**src/sha1de_pkg.sv**
```systemverilog
// Shared types and constants for the SHA-1 digest engine.
// Holds the request and response item structs, the initial vector and round constants.
// No dependencies.
`default_nettype none

package sha1de_pkg;

   localparam int DIGEST_WORDS = 5;
   localparam int BLOCK_WORDS  = 16;
   localparam int ROUNDS       = 80;

   localparam logic [31:0] IV_WORDS [DIGEST_WORDS] = '{
      32'h67452301, 32'hEFCDAB89, 32'h98BADCFE, 32'h10325476, 32'hC3D2E1F0
   };

   localparam logic [31:0] K_ROUND0 = 32'h5A827999;
   localparam logic [31:0] K_ROUND1 = 32'h6ED9EBA1;
   localparam logic [31:0] K_ROUND2 = 32'h8F1BBCDC;
   localparam logic [31:0] K_ROUND3 = 32'hCA62C1D6;

   localparam logic [7:0] PAD_BYTE   = 8'h80;
   localparam logic [2:0] LAST_INDEX = 3'd4;

   typedef struct packed {
      logic [7:0] msg_byte;
      logic       byte_valid;
      logic       last_byte;
   } req_type;

   typedef struct packed {
      logic [31:0] digest_word;
      logic [2:0]  word_index;
      logic        last_word;
   } rsp_type;

endpackage

`default_nettype wire

```
**src/sha1_digest_engine_unit.sv**
```systemverilog
// Top level of the SHA-1 digest engine: byte packing, padding, 80-round compression.
// Depends on sha1de_pkg for item types and constants.
// Message bytes are accepted one per cycle while the engine is idle and are packed into a
// 16-word block memory. Every 64th byte starts a compression (one read prefetch, 80 rounds
// at one round per cycle through a single round datapath fed from the schedule memories,
// one chaining add) during which no byte is taken. An item marked last then costs padding
// writes and one or two compressions. The five digest words leave from an output buffer,
// so the next message can load while they drain.
`default_nettype none

module sha1_digest_engine_unit (
   input  wire                  clock,
   input  wire                  reset,
   input  wire                  req_valid,
   output logic                 req_ready,
   input  wire sha1de_pkg::req_type req_data,
   output logic                 rsp_valid,
   input  wire                  rsp_ready,
   output sha1de_pkg::rsp_type  rsp_data
);
   import sha1de_pkg::*;

   localparam logic [2:0] S_IDLE = 3'd0;
   localparam logic [2:0] S_MARK = 3'd1;
   localparam logic [2:0] S_PAD  = 3'd2;
   localparam logic [2:0] S_PRE  = 3'd3;
   localparam logic [2:0] S_RND  = 3'd4;
   localparam logic [2:0] S_ADD  = 3'd5;

   localparam logic [1:0] AFT_IDLE = 2'd0;
   localparam logic [1:0] AFT_MARK = 2'd1;
   localparam logic [1:0] AFT_PAD  = 2'd2;
   localparam logic [1:0] AFT_EMIT = 2'd3;

   localparam logic [6:0] LAST_ROUND = 7'(ROUNDS - 1);

   logic [2:0]  state_ff, state_in;
   logic [1:0]  after_ff, after_in;
   logic [60:0] cnt_ff, cnt_in;
   logic [31:0] word_ff, word_in;
   logic [6:0]  rnd_ff, rnd_in;
   logic [3:0]  pw_ff, pw_in;
   logic        extra_ff, extra_in;
   logic [31:0] a_ff, b_ff, c_ff, d_ff, e_ff;
   logic [31:0] h1_ff, h2_ff, h3_ff;
   logic [31:0] chain_ff [DIGEST_WORDS];
   logic [31:0] obuf_ff [DIGEST_WORDS];
   logic [2:0]  oidx_ff;
   logic        obusy_ff;

   logic [31:0] wmem_a_ff [BLOCK_WORDS];
   logic [31:0] wmem_b_ff [BLOCK_WORDS];
   logic [31:0] rda0_ff, rda1_ff, rdb_ff;

   logic        we;
   logic [3:0]  waddr;
   logic [31:0] wdata;
   logic [3:0]  next_t, ra0, ra1, rb;

   logic        req_fire, rsp_fire;
   logic [5:0]  pos;
   logic [31:0] byte_bits, byte_word, mark_bits, mark_word;
   logic [31:0] w_sched, w_cur, f_val, k_val, tmp;
   logic [31:0] sums [DIGEST_WORDS];
   logic        load_out;

   assign req_ready = (state_ff == S_IDLE);
   assign req_fire  = req_valid && req_ready;
   assign rsp_valid = obusy_ff;
   assign rsp_fire  = rsp_valid && rsp_ready;

   assign rsp_data.digest_word = obuf_ff[0];
   assign rsp_data.word_index  = oidx_ff;
   assign rsp_data.last_word   = (oidx_ff == LAST_INDEX);

   assign pos       = cnt_ff[5:0];
   assign byte_bits = {req_data.msg_byte, 24'd0} >> {pos[1:0], 3'd0};
   assign byte_word = (pos[1:0] == 2'd0) ? byte_bits : (word_ff | byte_bits);
   assign mark_bits = {PAD_BYTE, 24'd0} >> {pos[1:0], 3'd0};
   assign mark_word = (pos[1:0] == 2'd0) ? mark_bits : (word_ff | mark_bits);

   assign w_sched = {(h3_ff[30:0] ^ rda0_ff[30:0] ^ rda1_ff[30:0] ^ rdb_ff[30:0]),
                     (h3_ff[31] ^ rda0_ff[31] ^ rda1_ff[31] ^ rdb_ff[31])};
   assign w_cur   = (rnd_ff < 7'd16) ? rdb_ff : w_sched;

   always_comb begin
      if (rnd_ff < 7'd20) begin
         f_val = (b_ff & c_ff) | (~b_ff & d_ff);
         k_val = K_ROUND0;
      end else if (rnd_ff < 7'd40) begin
         f_val = b_ff ^ c_ff ^ d_ff;
         k_val = K_ROUND1;
      end else if (rnd_ff < 7'd60) begin
         f_val = (b_ff & c_ff) | (b_ff & d_ff) | (c_ff & d_ff);
         k_val = K_ROUND2;
      end else begin
         f_val = b_ff ^ c_ff ^ d_ff;
         k_val = K_ROUND3;
      end
   end

   assign tmp = {a_ff[26:0], a_ff[31:27]} + f_val + e_ff + k_val + w_cur;

   assign sums[0] = chain_ff[0] + a_ff;
   assign sums[1] = chain_ff[1] + b_ff;
   assign sums[2] = chain_ff[2] + c_ff;
   assign sums[3] = chain_ff[3] + d_ff;
   assign sums[4] = chain_ff[4] + e_ff;

   assign next_t = (state_ff == S_RND) ? (rnd_ff[3:0] + 4'd1) : 4'd0;
   assign ra0    = next_t + 4'd8;
   assign ra1    = next_t + 4'd2;
   assign rb     = next_t;

   always_comb begin
      state_in = state_ff;
      after_in = after_ff;
      cnt_in   = cnt_ff;
      word_in  = word_ff;
      rnd_in   = rnd_ff;
      pw_in    = pw_ff;
      extra_in = extra_ff;
      we       = 1'b0;
      waddr    = pos[5:2];
      wdata    = byte_word;
      load_out = 1'b0;
      case (state_ff)
         S_IDLE: begin
            if (req_fire) begin
               if (req_data.byte_valid) begin
                  word_in = byte_word;
                  cnt_in  = cnt_ff + 61'd1;
                  if (pos[1:0] == 2'd3) begin
                     we = 1'b1;
                  end
                  if (pos == 6'd63) begin
                     state_in = S_PRE;
                     after_in = req_data.last_byte ? AFT_MARK : AFT_IDLE;
                  end else if (req_data.last_byte) begin
                     state_in = S_MARK;
                  end
               end else if (req_data.last_byte) begin
                  state_in = S_MARK;
               end
            end
         end
         S_MARK: begin
            we    = 1'b1;
            wdata = mark_word;
            if (pos[5:2] == 4'd15) begin
               state_in = S_PRE;
               after_in = AFT_PAD;
            end else if (pos[5:2] == 4'd14) begin
               pw_in    = 4'd15;
               extra_in = 1'b1;
               state_in = S_PAD;
            end else begin
               pw_in    = pos[5:2] + 4'd1;
               extra_in = 1'b0;
               state_in = S_PAD;
            end
         end
         S_PAD: begin
            we    = 1'b1;
            waddr = pw_ff;
            if (!extra_ff && pw_ff == 4'd14) begin
               wdata = cnt_ff[60:29];
            end else if (!extra_ff && pw_ff == 4'd15) begin
               wdata = {cnt_ff[28:0], 3'd0};
            end else begin
               wdata = 32'd0;
            end
            if (pw_ff == 4'd15) begin
               state_in = S_PRE;
               after_in = extra_ff ? AFT_PAD : AFT_EMIT;
            end else begin
               pw_in = pw_ff + 4'd1;
            end
         end
         S_PRE: begin
            rnd_in   = 7'd0;
            state_in = S_RND;
         end
         S_RND: begin
            we    = 1'b1;
            waddr = rnd_ff[3:0];
            wdata = w_cur;
            if (rnd_ff == LAST_ROUND) begin
               state_in = S_ADD;
            end else begin
               rnd_in = rnd_ff + 7'd1;
            end
         end
         S_ADD: begin
            case (after_ff)
               AFT_EMIT: begin
                  if (!obusy_ff) begin
                     load_out = 1'b1;
                     cnt_in   = 61'd0;
                     state_in = S_IDLE;
                  end
               end
               AFT_PAD: begin
                  pw_in    = 4'd0;
                  extra_in = 1'b0;
                  state_in = S_PAD;
               end
               AFT_MARK: state_in = S_MARK;
               default:  state_in = S_IDLE;
            endcase
         end
         default: state_in = S_IDLE;
      endcase
   end

   always_ff @(posedge clock) begin
      if (we) begin
         wmem_a_ff[waddr] <= wdata;
         wmem_b_ff[waddr] <= wdata;
      end
      rda0_ff <= wmem_a_ff[ra0];
      rda1_ff <= wmem_a_ff[ra1];
      rdb_ff  <= wmem_b_ff[rb];
   end

   always_ff @(posedge clock) begin
      word_ff  <= word_in;
      rnd_ff   <= rnd_in;
      pw_ff    <= pw_in;
      extra_ff <= extra_in;
      if (state_ff == S_PRE) begin
         a_ff <= chain_ff[0];
         b_ff <= chain_ff[1];
         c_ff <= chain_ff[2];
         d_ff <= chain_ff[3];
         e_ff <= chain_ff[4];
      end else if (state_ff == S_RND) begin
         a_ff  <= tmp;
         b_ff  <= a_ff;
         c_ff  <= {b_ff[1:0], b_ff[31:2]};
         d_ff  <= c_ff;
         e_ff  <= d_ff;
         h1_ff <= w_cur;
         h2_ff <= h1_ff;
         h3_ff <= h2_ff;
      end
      if (load_out) begin
         for (int i = 0; i < DIGEST_WORDS; i++) begin
            obuf_ff[i] <= sums[i];
         end
      end else if (rsp_fire) begin
         for (int i = 0; i < DIGEST_WORDS - 1; i++) begin
            obuf_ff[i] <= obuf_ff[i + 1];
         end
      end
   end

   always_ff @(posedge clock) begin
      if (reset) begin
         state_ff <= S_IDLE;
         after_ff <= AFT_IDLE;
         cnt_ff   <= 61'd0;
         oidx_ff  <= 3'd0;
         obusy_ff <= 1'b0;
         for (int i = 0; i < DIGEST_WORDS; i++) begin
            chain_ff[i] <= IV_WORDS[i];
         end
      end else begin
         state_ff <= state_in;
         after_ff <= after_in;
         cnt_ff   <= cnt_in;
         if (state_ff == S_ADD && after_ff != AFT_EMIT) begin
            for (int i = 0; i < DIGEST_WORDS; i++) begin
               chain_ff[i] <= sums[i];
            end
         end else if (load_out) begin
            for (int i = 0; i < DIGEST_WORDS; i++) begin
               chain_ff[i] <= IV_WORDS[i];
            end
         end
         if (load_out) begin
            obusy_ff <= 1'b1;
            oidx_ff  <= 3'd0;
         end else if (rsp_fire) begin
            oidx_ff <= oidx_ff + 3'd1;
            if (oidx_ff == LAST_INDEX) begin
               obusy_ff <= 1'b0;
            end
         end
      end
   end

endmodule

`default_nettype wire

```
**config.mk**
```make
export PLATFORM = sky130hd
export DESIGN_NAME = sha1_digest_engine_unit
export DESIGN_NICKNAME = d
export VERILOG_FILES = /design/src/sha1de_pkg.sv /design/src/sha1_digest_engine_unit.sv
export SDC_FILE = /design/constraint.sdc
export NUM_CORES = 2
export LEC_CHECK = 0
export BUFFER_PORTS_ARGS = -buffer_cell sky130_fd_sc_hd__buf_2
export CAP_MARGIN = 20
export CORE_MARGIN = 2
export CORE_UTILIZATION = 59
export CTS_CLUSTER_DIAMETER = 60
export CTS_CLUSTER_SIZE = 20
export DETAILED_ROUTE_END_ITERATION = 6
export PLACE_DENSITY = 0.75
export SYNTH_ARGS = -nofsm -noshare
export SYNTH_HDL_FRONTEND = slang
export SYNTH_SLANG_ARGS = --single-unit
export TNS_END_PERCENT = 1
```
**constraint.sdc**
```tcl
create_clock -name clock -period 14.4 [get_ports clock]
set_input_delay 2.88 -clock clock [delete_from_list [all_inputs] [get_ports clock]]
set_output_delay 2.88 -clock clock [all_outputs]
set_load 0.005 [all_outputs]
```
==> impl_metrics.env <==
export IMPL_path_max_fanout=18
export IMPL_slowest_stage="a2111oi_0"
export IMPL_cts_sinks=1298
export IMPL_grt_max_degree=95
export IMPL_endpoint_kind="flop"
export IMPL_die_h_um=340
export IMPL_fp_row_count=123
export IMPL_fin_util_pct=64.5
export IMPL_min_period_ps=8180
export IMPL_tritoncts="done"
export IMPL_cap_violations=0
export IMPL_wirelength_um=180000
export IMPL_slew_viol_final=0
export IMPL_timing_hold_violations_final=0
export IMPL_synth_edf_count=1132
export IMPL_start_util_pct=59.3
export IMPL_path_clk_slew_ps=90
export IMPL_coreArea_mm2=0.112
export IMPL_tns_ps=0
export IMPL_fp_dieW_um=340
export IMPL_hold_ws_ps=413
export IMPL_grt_overflow_total=0
export IMPL_area_delta_synth_final_pct=8.83
export IMPL_root_buffer="clkbuf_16"
export IMPL_drc=10
export IMPL_path_buf_inv=6
export IMPL_vias_per_cell=6.27
export IMPL_internal_power_mw=7.64
export IMPL_fmax_mhz=122
export IMPL_rsz0062_at_grt="false"
export IMPL_p_sw_share_pct=33.8
export IMPL_cp_required_ps=14830
export IMPL_power_frac_seq_pct=40.7
export IMPL_p_switching_mw=3.90
export IMPL_drtIter0Drc=5327
export IMPL_dp_worst_setup_slack_ps=6550
export IMPL_vias=45400
export IMPL_holdCritPathClass="reg -> reg"
export IMPL_dieArea_mm2=0.115
export IMPL_grt_util_all_layers_pct=30.8
export IMPL_total_power_mw=11.5
export IMPL_min_period_over_period_pct=56.8
export IMPL_syn_nets=5998
export IMPL_clockBufferDepth=3
export IMPL_slowest_delay_ps=830
export IMPL_postPlaceCellArea_mm2=0.0683
export IMPL_htreeDepth=3
export IMPL_netlist_area_mm2=0.0664
export IMPL_syn_area_per_cell_um2=11.7
export IMPL_ioPinCount=52
export IMPL_ys_seq_elements=1298
export IMPL_cts_repair_resized=0
export IMPL_finalWorstSetupSlack_ps=6220
export IMPL_ys_seq_area_share_pct=56.2
export IMPL_p_clk_share_pct=27.6
export IMPL_tightest_slew_ps=1070
export IMPL_synth_area_top_cells="edfxtp_1 (51%), mux2i_1 (5.8%), nand2_1 (5.8%)"
export IMPL_final_cell_mix="edfxtp_1 (1,132), nand2_1 (1,014), mux2i_1 (385)"
export IMPL_critPathArrivalTime_ps=8600
export IMPL_dp_cells=7014
export IMPL_combPwrFrac_pct=31.7
export IMPL_first_pass_iters=7
export IMPL_final_cell_count_no_fill=7238
export IMPL_synth_warning_count=0
export IMPL_power_density_mw_per_mm2=160
export IMPL_synth_largest_area_cell="edfxtp_1"
export IMPL_p_leak_nw=25.7
export IMPL_max_vdd_ir_drop_mv=0.167
export IMPL_violations="design-rule violations"
export IMPL_ys_types=77
export IMPL_relSlewSlack_pct=28.2
export IMPL_gp_congestion=0.957
export IMPL_critical_path_cell_chain="and4_1, nor2_1, nand2_1, buf_4, inv_1, buf_4, nor2_2, buf_4, a221o_1, fa_1, inv_1, fa_1, inv_1, ha_1, a211o_1, a2111oi_0, o31a_1, o31ai_1, a2111oi_0, o21ai_0, a31oi_1, o31ai_1, xnor2_1, o21ai_0"
export IMPL_async_reset_ff_share_pct=0
export IMPL_fin_nets=5981
export IMPL_grt_pass1_wl_um=269000
export IMPL_dp_hpwl_um=119000
export IMPL_worst_clock_skew_ps=45.0
export IMPL_synth_ff_type="edfxtp_1"
export IMPL_postCtsHoldBufs=0
export IMPL_wl_per_cell_um=24.9
export IMPL_status="finished, violations left"
export IMPL_insertion_delay_ps=750
export IMPL_startpoint_type="flop"
export IMPL_grt_pass1_vias=43500
export IMPL_setup_worst_path_class="reg -> reg"
export IMPL_crit_family="compound AO/OA/AOI/OAI gates"
export IMPL_final_area_mm2=0.0723
export IMPL_setup_violations=0
export IMPL_cts_setup_buffers=0
export IMPL_syn_inst=5656
export IMPL_antenna_found_initial=7
export IMPL_numCtsBuffers=108
export IMPL_layout_commonest_cell="edfxtp_1"
export IMPL_io_buffers=51
export IMPL_synth_top_cell_area_share_pct=51.2
export IMPL_ant_nets=0
export IMPL_drive_gt1_share_pct=8.44
## state kept, by name (all words and copies together) (netlist names)
signal,cells
after_ff,2
e_ff,32
rnd_ff,7
chain_ff,160
word_ff,32
oidx_ff,3
rda1_ff,32
cnt_ff,61
extra_ff,1
wmem_a_ff,224
state_ff,3
d_ff,32
b_ff,32
a_ff,32
c_ff,32
wmem_b_ff,288
h3_ff,32
h2_ff,32
obuf_ff,160
rdb_ff,32
rsp_valid,1
rda0_ff,32
pw_ff,4
h1_ff,32
## worst paths after layout
| kind | start | cells after the start | slack [ps] | to |
|---|---|---|---|---|
| min | h2_ff[22]$_DFFE_PP_ | 0 | 410 | h3_ff[22]$_DFFE_PP_ |
| max | rnd_ff[3]$_SDFFCE_PN0P_ | 24 | 6220 | a_ff[30]$_DFFE_PN_ |
| min reg2reg | h2_ff[22]$_DFFE_PP_ | 0 | 410 | h3_ff[22]$_DFFE_PP_ |
| max reg2reg | rnd_ff[3]$_SDFFCE_PN0P_ | 24 | 6220 | a_ff[30]$_DFFE_PN_ |
## worst register-to-register path, stage by stage, from the launching register on
cell and delay [ps]:
edfxtp_1 500, and4_1 270, nor2_1 610, nand2_1 110, buf_4 260, inv_1 150, buf_4 320, nor2_2 200
buf_4 300, a221o_1 330, fa_1 480, inv_1 50, fa_1 560, inv_1 60, ha_1 300, a211o_1 330
a2111oi_0 830, o31a_1 350, o31ai_1 190, a2111oi_0 650, o21ai_0 310, a31oi_1 330, o31ai_1 120, xnor2_1 130
o21ai_0 80
## Yosys cell counts, types with 34 or more instances
library cell  instances
a21o_1              125
a21oi_1             207
a221oi_1             34
a31oi_1              89
and3_1              101
buf_4                34
clkbuf_1            198
dfxtp_1             166
edfxtp_1           1132
fa_1                112
ha_1                216
inv_1               217
mux2i_1             385
mux4_2               64
nand2_1            1019
nand2b_1             48
nand3_1              70
nor2_1              311
nor2b_1              44
nor3_1               34
o21a_1               35
o21ai_0             277
xnor2_1             203
xor2_1              131
## kinds of logic after synthesis
group                    count (synthesis)  synth area share [%]
multiplexers                           449                  7.97
flip-flops                            1298                  56.2
XOR/XNOR                               334                  4.40
AO/OA/AOI/OAI                          984                  9.48
AND/OR/NAND/NOR                       1758                  11.5
adder cells (fa/ha/maj)                328                  7.44
buffers and inverters                  505                  3.08
## power by group through the flow
stage	clock, mW	combinational [mW]	sequential (mW)
floorplan	0	2.55	4.74
global placement	0	3.46	4.78
detailed placement	0	3.54	4.78
CTS	3.21	3.58	4.70
global route	3.35	4.04	4.71
finish	3.19	3.66	4.69
## final cells by class
type                       instances  area [µm²]
fill                            8500       39700
sequential                      1298       37300
multi-input combinational       3853       27300
clock buffer                     126        2940
tap                             1500        1880
timing repair buffer             158        1060
clock inverter                    80         943
inverter                         220         836
antenna                            3        7.51
## layer usage
layer	part of all wire (%)	wire (µm)	track usage, %	up-vias
met5	0.0072	13	0	-
met4	3.8	6910	10.9	2
met3	10	18800	6.48	380
met2	44	79600	46.8	2246
met1	41	74700	44.3	22400
li1	-	-	-	20400
Note: power is estimated with default switching activity, not from simulation.
